## src/rtl/lzss_pkg.sv

```systemverilog
// ----------------------------------------------------------------------------
// lzss_pkg
// Shared constants, controller states and the command/status bundles that
// join the LZSS decoder's controller and datapath.
// ----------------------------------------------------------------------------
package lzss_pkg;

    // Window depth default; the top level parameter takes it from here
    localparam int WINDOW_SIZE_DEF = 4096;

    // Longest copy, also the distance of the reset write pointer from the top
    localparam int MATCH_LIMIT = 18;

    // Shortest copy that a pair encodes
    localparam int MIN_MATCH = 3;

    // Width of the remaining-length counter (0 .. MATCH_LIMIT)
    localparam int LEN_W = $clog2(MATCH_LIMIT + 1);

    // Width of a full offset as the stream encodes it
    localparam int OFFS_W = 12;

    // Upper byte loaded into the flag shifter with every flag byte
    localparam logic [7:0] FLAG_FILL = 8'hff;

    // Controller states
    typedef enum logic [1:0] {
        ST_ITEM,    // expecting a flag byte, a literal or the first byte of a pair
        ST_SECOND,  // expecting the second byte of a pair
        ST_COPY     // issuing window reads for a copy
    } lzss_state_t;

    // Controller to datapath
    typedef struct packed {
        logic lit_load;     // literal transfer: emit and store in_byte
        logic off_load;     // first pair byte: hold low offset
        logic copy_start;   // second pair byte: load read pointer and length
        logic copy_issue;   // issue one window read of the copy
    } lzss_cmd_t;

    // Datapath to controller
    typedef struct packed {
        logic p1_valid;     // a read is in flight in the read stage
        logic adv;          // output register can take a byte this cycle
        logic remain_zero;  // all reads of the copy issued
    } lzss_status_t;

endpackage

```

## src/rtl/lzss_ctrl.sv

```systemverilog
// ----------------------------------------------------------------------------
// lzss_ctrl
// Controller of the LZSS decoder: item parsing, flag shifter and copy
// sequencing. Drives the datapath through command strobes.
// ----------------------------------------------------------------------------
module lzss_ctrl
    import lzss_pkg::*;
(
    input  logic         clk,
    input  logic         rst_n,
    input  logic         in_valid,
    input  logic [7:0]   in_byte,
    output logic         in_ready,
    input  lzss_status_t status,
    output lzss_cmd_t    cmd
);

    lzss_state_t state_reg, state_next;
    logic [15:0] flag_reg, flag_next;
    logic        acc;

    // State and flag shifter
    always_ff @(posedge clk or negedge rst_n)
    begin
        if (!rst_n)
        begin
            state_reg <= ST_ITEM;
            flag_reg  <= '0;
        end
        else
        begin
            state_reg <= state_next;
            flag_reg  <= flag_next;
        end
    end

    // Input only taken with the read stage drained and the output slot free
    assign in_ready = (state_reg != ST_COPY) && !status.p1_valid && status.adv;
    assign acc      = in_valid && in_ready;

    // Next state and commands
    always_comb
    begin
        state_next = state_reg;
        flag_next  = flag_reg;
        cmd        = '0;
        case (state_reg)
            ST_ITEM:
            begin
                if (acc)
                begin
                    if (!flag_reg[8])
                    begin
                        // flag byte: eight item flags, LSB first
                        flag_next = {FLAG_FILL, in_byte};
                    end
                    else
                    begin
                        flag_next = {1'b0, flag_reg[15:1]};
                        if (flag_reg[0])
                        begin
                            cmd.lit_load = 1'b1;
                        end
                        else
                        begin
                            cmd.off_load = 1'b1;
                            state_next   = ST_SECOND;
                        end
                    end
                end
            end
            ST_SECOND:
            begin
                if (acc)
                begin
                    cmd.copy_start = 1'b1;
                    state_next     = ST_COPY;
                end
            end
            ST_COPY:
            begin
                if (status.remain_zero)
                begin
                    state_next = ST_ITEM;
                end
                else if (!status.p1_valid || status.adv)
                begin
                    cmd.copy_issue = 1'b1;
                end
            end
            default:
            begin
                state_next = ST_ITEM;
            end
        endcase
    end

endmodule

```

## config.mk

```make
export PLATFORM = sky130hd
export DESIGN_NAME = lzss_ctrl
export DESIGN_NICKNAME = d
export VERILOG_FILES = /design/src/rtl/lzss_pkg.sv /design/src/rtl/lzss_ctrl.sv
export SDC_FILE = /design/constraint.sdc
export NUM_CORES = 1
export LEC_CHECK = 0
export BUFFER_PORTS_ARGS = -buffer_cell sky130_fd_sc_hd__buf_2
export CAP_MARGIN = 0
export CORE_MARGIN = 3
export CORE_UTILIZATION = 40
export CTS_CLUSTER_DIAMETER = 100
export DETAILED_ROUTE_END_ITERATION = 7
export PLACE_DENSITY = 0.67
export SYNTH_ARGS = -nofsm -noshare
export SYNTH_HDL_FRONTEND = slang
export SYNTH_SLANG_ARGS = --single-unit
```

## constraint.sdc

```tcl
create_clock -name clk -period 1.6 [get_ports clk]
set_clock_uncertainty 0.15 [all_clocks]
set_input_delay 0.08 -clock clk [delete_from_list [all_inputs] [get_ports clk]]
set_output_delay 0.08 -clock clk [all_outputs]
set_load 0.005 [all_outputs]
```

==> out/results.txt, run 1 <==
Status -> finished, violations left
Failing checks -> negative setup slack
Die area -> 0.002932 sq mm
Mapped Area -> 927.1 sq um
Worst setup margin -> -83.38 ps
Power per cell area -> 1304 mW/mm^2
1st-iter DRT viols -> 3
Final Hold Violating Endpoints -> 0
IO Pins -> 19
Residual DRC -> 0
Clock buffer depth -> 2
FF-to-FF setup slack -> 10 ps
Synth top area share -> 0.4858
Largest cells by area after synthesis -> dfrtp_1 49%, mux2_2 18%, mux2_4 9.7%
Total power -> 1639 uW
GRT Overall Usage -> 0.1259
Antenna viol nets, final -> 0
Hpwl dp -> 1138 um
CORE AREA -> 0.002082 sq mm
Slew margin rel. -> 0.7340
Fmax -> 594.0 MHz
Post-Layout Cell Count -> 135
CTS Sinks -> 18
# H-tree levels -> 1
Vias post-DR -> 630
Min-Delay Path Class -> in -> reg
Syn_nets -> 83
Maxcap violations -> 0
Worst skew pair latency -> 290 ps
Syn-to-layout area delta -> 35.49%
Drt total wl -> 1655 um
Post-synthesis cell type count -> 21
Comb pwr share -> 0.412
First-pass DRT Iterations -> 4
Final Cell Area -> 0.001256 sq mm
Cell internal pwr -> 1189 uW
Min-delay src -> in_valid
CP endpoint kind -> output pin
Root buffer cell -> clkbuf_4
RSZ-0062 raised after global routing -> true
Starting density of the core -> 0.4453
Least-Margin Pin Slew -> 399.0 ps
Min-Delay Endpoint -> state_reg[0]$_DFFE_PN0P_
Synthesized instance count -> 69
Post-synth top area cell -> dfrtp_1
Final nets -> 124
Sequential fraction of the synthesis area -> 0.4858
Synth warnings -> 0
Layout cells sized above 1 -> 0.5648
Place WS -> 77.02 ps
Sw Ratio -> 0.2746
Reg2reg start -> state_reg[1]$_DFFE_PN0P_
Crit path required time -> 1370 ps
GPL Wtd Cong -> 0.6835
DIE HEIGHT -> 54.15 um
Critical path class -> reg -> out
Period utilization -> 1.052
Grt ovf -> 0
Post-Place Cell Area -> 0.001064 sq mm
Global-route wire length before repair -> 2649 um
#FFs+latches synth -> 18
PortBufs -> 18
Final setup violation count -> 2
Clk slew on worst S/H paths -> 100 ps
Final core utilization -> 0.6034
Antenna violations before repair -> 0
Worst Path Max Fanout -> 4
Core Rows -> 16
Max-slew violations -> 0
Critical path startpoint category -> flip-flop
Leakage -> 0.0006069 uW
Post-Place Cells -> 117
Switching power -> 449.9 uW
Clk pwr share -> 0.132
Sequential power share -> 0.456
Critical path arrival -> 1450 ps
DR vias/cell -> 4.667
Number of global-route vias before repair -> 627
Ant diodes -> 0
Avg Inst Size Synth -> 13.44 sq um
Number of flip-flops in the largest register -> 16
Largest net degree at the start of global routing -> 19
Worst vdd ir -> 875.6 uV
CTS tree -> yes
Most frequent cells in the layout -> 18 x dfrtp_1, 18 x buf_2, 15 x mux2_2
FF-to-FF End -> flag_reg[1]$_DFFE_PN0P_
WHS Path Cells -> 4
Total CTS buffers -> 3
Cells on worst reg2reg path -> 4
Chip Width -> 54.15 um
Period minus WS final -> 1683 ps
Avg WL per Cell -> 12.26 um
-- per-layer routing --
| layer | vias up | share of wire | GRT usage | wire length, um |
|---|---|---|---|---|
| met1 | 307 | 0.44 | 0.1397 | 734 |
| met2 | 9 | 0.51 | 0.2251 | 843 |
| met3 | 0 | 0.047 | 0.04986 | 77 |
| met5 | - | 0 | 0 | 0 |
| li1 | 314 | - | - | - |
| met4 | 0 | 0 | 0.02490 | 0 |
-- repair_timing --
item                       CTS  global route
gates resized for setup      4             2
pin swaps                    2             0
buffers inserted             3             1
hold buffers                11             0
hold endpoints to repair    28             0
setup endpoints to repair    2            14
-- cells by family (layout without fill, tap and decap cells) --
| logic type | after synthesis | after routing | synth area share |
|---|---|---|---|
| muxes | 23 | 23 | 0.3009 |
| and+or+nand+nor | 20 | 20 | 0.1484 |
| DFF | 18 | 18 | 0.4858 |
| buffers and inverters | 6 | 45 | 0.05128 |
| AOI/OAI and AO/OA | 2 | 2 | 0.01349 |
-- final cells by class --
cell class | count | area (sq um)
inverters | 2 | 7.507
fillers | 164 | 825.8
clock buffers | 3 | 22.52
repair buffers | 40 | 290.3
well taps | 27 | 33.78
multi-input cells | 45 | 451.7
flip-flops and latches | 18 | 450.4
-- stage by stage --
stage | hold WS, ps | setup TNS (ps)
2_1_floorplan | -365.6 | 0
3_3_place_gp | -124.3 | 0
3_5_place_dp | -118.2 | 0
4_1_cts | 20.53 | -151.4
5_1_grt | 47.36 | -354.4
6_report | 38.65 | -134.6
-- cells in the mapped netlist, drive strengths merged --
library cell   n
and3b          1
mux2i          2
o21bai         1
nor3b          2
nand3b         1
a21oi          1
nand2          3
or4b           1
nor3           1
clkbuf         1
mux2          21
nor2           2
and2b          1
buf            3
or3            1
dfrtp         18
inv            2
nand2b         7
-- how the worst max path moves through the flow --
stage | from | cells after the start | endpoint
after global placement | state_reg[0]$_DFFE_PN0P_ | 3 | flag_reg[6]$_DFFE_PN0P_
after global routing | state_reg[1]$_DFFE_PN0P_ | 4 | cmd[2]
after detailed placement | state_reg[0]$_DFFE_PN0P_ | 3 | flag_reg[3]$_DFFE_PN0P_
after floorplan | state_reg[0]$_DFFE_PN0P_ | 4 | flag_reg[1]$_DFFE_PN0P_
final | state_reg[1]$_DFFE_PN0P_ | 4 | cmd[2]
after CTS | state_reg[1]$_DFFE_PN0P_ | 4 | cmd[2]
-- power groups by stage --
stage	clock network, uW	registers, uW	logic, uW
3_5_place_dp	0	758	613
6_report	216	747	675
4_1_cts	230	751	666
5_1_grt	244	771	745
2_1_floorplan	0	723	489
3_3_place_gp	0	745	597
-- critical path, stage by stage (launching register included) --
cell and delay (ps):
dfrtp_1 390, or3_4 380, buf_6 130, nor3b_2 130
buf_2 130
No activity file was read; power rests on OpenSTA's default activity.
==> run 2, diff against run 1 <==
Settings changed: HOLD_SLACK_MARGIN set to 0.06.
==> run 2 against run 1 <==
Compared with the run above:
- the run still ends with negative setup slack left
- sequential share of layout area stayed put
- sequential power hardly changed
- clock power about the same
- setup slack unchanged
- first-iteration DRC count stayed put
- sequential cell count did not move
- clock-buffer cell count stayed put
- cell count is the same
- register-to-register slack about the same
- combinational power barely moved
- global-route usage unchanged
- critical path type unchanged
- critical endpoint unchanged
- largest cell class unchanged
==> out/results.txt, run 2 (synthesized netlist as in run 1, its figures left out) <==
Status -> finished, violations left
Failing checks -> negative setup slack
Final nets -> 124 (unchanged)
Die area -> 0.002932 sq mm (unchanged)
Chip Width -> 54.15 um (unchanged)
CP endpoint kind -> output pin
Grt ovf -> 0 (unchanged)
Period utilization -> 1.052 (unchanged)
Worst vdd ir -> 875.6 uV (unchanged)
Global-route wire length before repair -> 2649 um (unchanged)
Critical path class -> reg -> out
Root buffer cell -> clkbuf_4
Final Hold Violating Endpoints -> 0 (unchanged)
Sequential cell area -> 450.4 sq um (unchanged)
Syn-to-layout area delta -> 35.49% (unchanged)
CTS Sinks -> 18 (unchanged)
Ant diodes -> 0 (unchanged)
Worst setup margin -> -83.38 ps (unchanged)
Worst skew pair latency -> 290 ps (about the same)
Critical path arrival -> 1450 ps (about the same)
Multi-input gate area -> 451.7 sq um (unchanged)
Number of flip-flops in the largest register -> 16 (unchanged)
DIE HEIGHT -> 54.15 um (unchanged)
Max-slew violations -> 0 (unchanged)
Least-Margin Pin Slew -> 399.0 ps (unchanged)
Setup TNS -> -134.6 ps (unchanged)
Worst Path Max Fanout -> 4 (unchanged)
Hpwl dp -> 1138 um (unchanged)
Clock buffer depth -> 2 (unchanged)
GPL Wtd Cong -> 0.6835 (unchanged)
Hold_buf cts -> 11 (unchanged)
Period minus WS final -> 1683 ps (unchanged)
First-pass DRT Iterations -> 4 (unchanged)
Power per cell area -> 1304 mW/mm^2 (unchanged)
Slew margin rel. -> 0.7340 (unchanged)
IO Pins -> 19 (unchanged)
Antenna viol nets, final -> 0 (unchanged)
Core Rows -> 16 (unchanged)
Leakage -> 0.0006069 uW (unchanged)
# H-tree levels -> 1 (unchanged)
Maxcap violations -> 0 (unchanged)
Layout cells sized above 1 -> 0.5648 (unchanged)
DR vias/cell -> 4.667 (unchanged)
Vias post-DR -> 630 (unchanged)
GRT Overall Usage -> 0.1259 (unchanged)
Final setup violation count -> 2 (unchanged)
Crit path required time -> 1370 ps (about the same)
Residual DRC -> 0 (unchanged)
RSZ-0062 raised after global routing -> true
CORE AREA -> 0.002082 sq mm (unchanged)
Number of global-route vias before repair -> 629 (+0.32%)
Clk slew on worst S/H paths -> 100 ps (about the same)
Min-Delay Path Class -> in -> reg
Starting density of the core -> 0.4453 (unchanged)
Filler cells -> 164 (unchanged)
Avg WL per Cell -> 12.26 um (unchanged)
Drt total wl -> 1655 um (unchanged)
Fmax -> 594.0 MHz (unchanged)
Largest net degree at the start of global routing -> 19 (unchanged)
CTS tree -> yes
Total CTS buffers -> 3 (unchanged)
Critical path startpoint category -> flip-flop
Most frequent cells in the layout -> 18 x dfrtp_1, 18 x buf_2, 15 x mux2_2
Antenna violations before repair -> 0 (unchanged)
Place WS -> 77.02 ps (unchanged)
PortBufs -> 18 (unchanged)
1st-iter DRT viols -> 3 (unchanged)
-- run 2: cell counts in the layout (fill, tap and decap cells not counted) --
No cell type changed its count.
-- run 2: worst max-delay path, cell delays in order (launching register included) --
cell and delay, ps:
dfrtp_1 390, or3_4 380, buf_6 130, nor3b_2 130, buf_2 130
-- run 2: routing by layer --
metal | routed length, um | global-route usage | vias up
met5 | 0 | 0 | -
met4 | 0 | 0.02490 | 0
met3 | 77 | 0.04986 | 0
met2 | 843 | 0.2251 | 9
met1 | 734 | 0.1397 | 307
li1 | - | - | 314
-- run 2: what timing repair did --
item,4_1_cts,5_1_grt
pin swaps,2,0
hold endpoints to repair,28,1
cloned,0,0
resized for setup,4,2
buffers inserted,3,1
endpoints found under the setup margin,2,14
-- run 2: final cells by class --
type,instances,share of cell area
inverter,2,0.005976
clock buffer,3,0.01793
timing repair buffer,40,0.2311
sequential,18,0.3586
multi-input combinational,45,0.3596
tap,27,0.02689
-- run 2: power by group --
group          switching (uW)  internal (uW)  total, uW
combinational             222            453        675
clock                     129           87.5        216
sequential               99.0            648        747
total                     450           1190       1640
-- run 2: worst paths after layout --
kind	slack, ps	cells past startpoint	endpoint	start
max reg2reg	10	4	flag_reg[1]$_DFFE_PN0P_	state_reg[1]$_DFFE_PN0P_
min in group asynchronous	80	2	flag_reg[5]$_DFFE_PN0P_	rst_n
min	40	4	state_reg[0]$_DFFE_PN0P_	in_valid
min reg2reg	360	1	flag_reg[10]$_DFFE_PN0P_	flag_reg[10]$_DFFE_PN0P_
max	-80	4	cmd[2]	state_reg[1]$_DFFE_PN0P_
max in group asynchronous	920	2	flag_reg[10]$_DFFE_PN0P_	rst_n
-- run 2: metrics by stage --
step           std cells  hold WS [ps]  power, uW    util  area [sq um]
2_1_floorplan         69        -365.6       1212       -         927.1
3_3_place_gp         117        -124.3       1341  0.5108          1064
3_5_place_dp         117        -118.2       1371  0.5108          1064
4_1_cts              134         20.53       1646  0.5938          1236
5_1_grt              135         47.36       1761  0.6034          1256
6_report             135         38.65       1639  0.6034          1256
==> run 3, diff against run 2 <==
Settings changed: CTS_CLUSTER_DIAMETER 100 to 40, HOLD_SLACK_MARGIN 0.06 to 0.1.
==> run 3 against run 2 <==
Compared with the run above:
- the flow still finishes with violations (negative setup slack)
- clock power about the same
- setup slack unchanged
- worst hold slack is the same
- clock-buffer cell count is the same
- wire length increased by 0.36%
- via count rose by 0.95%
- global-route usage increased by 0.12 points
- sequential cell count is the same
- highest routed layer unchanged
==> out/results.txt, run 3 (synthesized netlist as in run 1, its figures left out) <==
Starting density of the core -> 0.4453 (unchanged)
DR vias/cell -> 4.676 (+0.21%)
Power per cell area -> 1296 mW/mm^2 (-0.68%)
Cell internal pwr -> 1190 uW (+0.13%)
Post-Place Cells -> 117 (unchanged)
Final setup violation count -> 2 (unchanged)
Critical path class -> reg -> out
Final Hold Violating Endpoints -> 0 (unchanged)
First-pass DRT Iterations -> 4 (unchanged)
CTS tree -> yes
Most frequent cells in the layout -> 18 x dfrtp_1, 18 x buf_2, 15 x mux2_2
Global-route wire length before repair -> 2677 um (+1.1%)
Sequential cell area -> 450.4 sq um (unchanged)
Max-slew violations -> 0 (unchanged)
Comb pwr share -> 0.413 (about the same)
Post-Place Cell Area -> 0.001064 sq mm (unchanged)
Die area -> 0.002932 sq mm (unchanged)
Antenna violations before repair -> 0 (unchanged)
Slew margin rel. -> 0.7343 (about the same)
Grt ovf -> 0 (unchanged)
Final core utilization -> 0.6082 (+0.004808)
Fmax -> 594.0 MHz (unchanged)
Layout cells sized above 1 -> 0.5596 (-0.005182)
Drt total wl -> 1661 um (+0.36%)
Critical path arrival -> 1450 ps (about the same)
Largest net degree at the start of global routing -> 19 (unchanged)
Maxcap violations -> 0 (unchanged)
Filler cells -> 163 (-0.61%)
Critical path startpoint category -> flip-flop
CP endpoint kind -> output pin
1st-iter DRT viols -> 3 (unchanged)
Least-Margin Pin Slew -> 398.6 ps (-0.3488 ps)
Root buffer cell -> clkbuf_4
Clock buffer depth -> 2 (unchanged)
Final Cell Area -> 0.001266 sq mm (+0.80%)
Clk pwr share -> 0.132 (about the same)
Clk slew on worst S/H paths -> 100 ps (about the same)
Avg WL per Cell -> 12.21 um (-0.38%)
Core Rows -> 16 (unchanged)
Smallest hold slack -> 38.65 ps (unchanged)
Multi-input gate area -> 451.7 sq um (unchanged)
Number of global-route vias before repair -> 639 (+1.6%)
Period utilization -> 1.052 (unchanged)
Hpwl dp -> 1138 um (unchanged)
Ant diodes -> 0 (unchanged)
Leakage -> 0.0006111 uW (+0.69%)
Status -> finished, violations left
Antenna viol nets, final -> 0 (unchanged)
Setup TNS -> -134.6 ps (unchanged)
GPL Wtd Cong -> 0.6835 (unchanged)
RSZ-0062 raised after global routing -> true
IO Pins -> 19 (unchanged)
Residual DRC -> 0 (unchanged)
Number of flip-flops in the largest register -> 16 (unchanged)
Worst vdd ir -> 875.8 uV (about the same)
Period minus WS final -> 1683 ps (unchanged)
Sequential power share -> 0.455 (about the same)
DIE HEIGHT -> 54.15 um (unchanged)
Failing checks -> negative setup slack
Crit path required time -> 1370 ps (about the same)
Final nets -> 125 (+0.81%)
# H-tree levels -> 1 (unchanged)
Chip Width -> 54.15 um (unchanged)
Post-Layout Cell Count -> 136 (+0.74%)
CORE AREA -> 0.002082 sq mm (unchanged)
Worst Path Max Fanout -> 4 (unchanged)
PortBufs -> 18 (unchanged)
FF-to-FF setup slack -> 10 ps (about the same)
Switching power -> 450.2 uW (about the same)
Syn-to-layout area delta -> 36.57%
Worst skew pair latency -> 290 ps (about the same)
Min-Delay Path Class -> in -> reg
Worst setup margin -> -83.38 ps (unchanged)
GRT Overall Usage -> 0.1271 (+0.001150)
Hold_buf cts -> 12 (+1)
Sw Ratio -> 0.2744 (about the same)
Vias post-DR -> 636 (+0.95%)
CTS Sinks -> 18 (unchanged)
Total CTS buffers -> 3 (unchanged)
run 3: worst paths after layout:
kind	from	end	cells after the start
max in group asynchronous	rst_n	flag_reg[10]$_DFFE_PN0P_	3
worst min-delay path	in_valid	state_reg[0]$_DFFE_PN0P_	4
worst min register to register	flag_reg[10]$_DFFE_PN0P_	flag_reg[10]$_DFFE_PN0P_	1
worst max-delay path	state_reg[1]$_DFFE_PN0P_	cmd[2]	4
worst max register to register	state_reg[1]$_DFFE_PN0P_	flag_reg[1]$_DFFE_PN0P_	4
min in group asynchronous	rst_n	flag_reg[5]$_DFFE_PN0P_	3
run 3: power groups by stage:
stage | combinational (uW) | sequential [uW] | clock, uW
2_1_floorplan | 489 | 723 | 0
3_3_place_gp | 597 | 745 | 0
3_5_place_dp | 613 | 758 | 0
4_1_cts | 667 | 751 | 230
5_1_grt | 748 | 771 | 244
6_report | 677 | 747 | 216
run 3: cell type report:
class / count / share of cell area
clock buffer: 3 / 0.01779
inverter: 2 / 0.005929
multi-input combinational: 45 / 0.3567
sequential: 18 / 0.3557
tap: 27 / 0.02668
timing repair buffer: 41 / 0.2372
run 3: critical path: stages (launching register included):
cell and delay, ps:
dfrtp_1 390, or3_4 380, buf_6 130, nor3b_2 130
buf_2 130
run 3: per-stage QoR:
stage	worst slack, ps	power, uW
2_1_floorplan	6.941	1212
3_3_place_gp	90.00	1341
3_5_place_dp	77.02	1371
4_1_cts	-96.24	1648
5_1_grt	-128.4	1763
6_report	-83.38	1641
run 3: what timing repair did:
action                                  4_1_cts  5_1_grt
endpoints found under the hold margin        28        2
setup buffers                                 3        1
pin swaps                                     2        0
gates resized for setup                       4        2
endpoints found under the setup margin        2       14
run 3: layer usage:
| layer | share of wire | vias to the layer above | track usage |
|---|---|---|---|
| li1 | - | 316 | - |
| met1 | 0.44 | 311 | 0.1397 |
| met2 | 0.51 | 9 | 0.2291 |
| met3 | 0.046 | 0 | 0.04986 |
| met4 | 0 | 0 | 0.02490 |
| met5 | 0 | - | 0 |
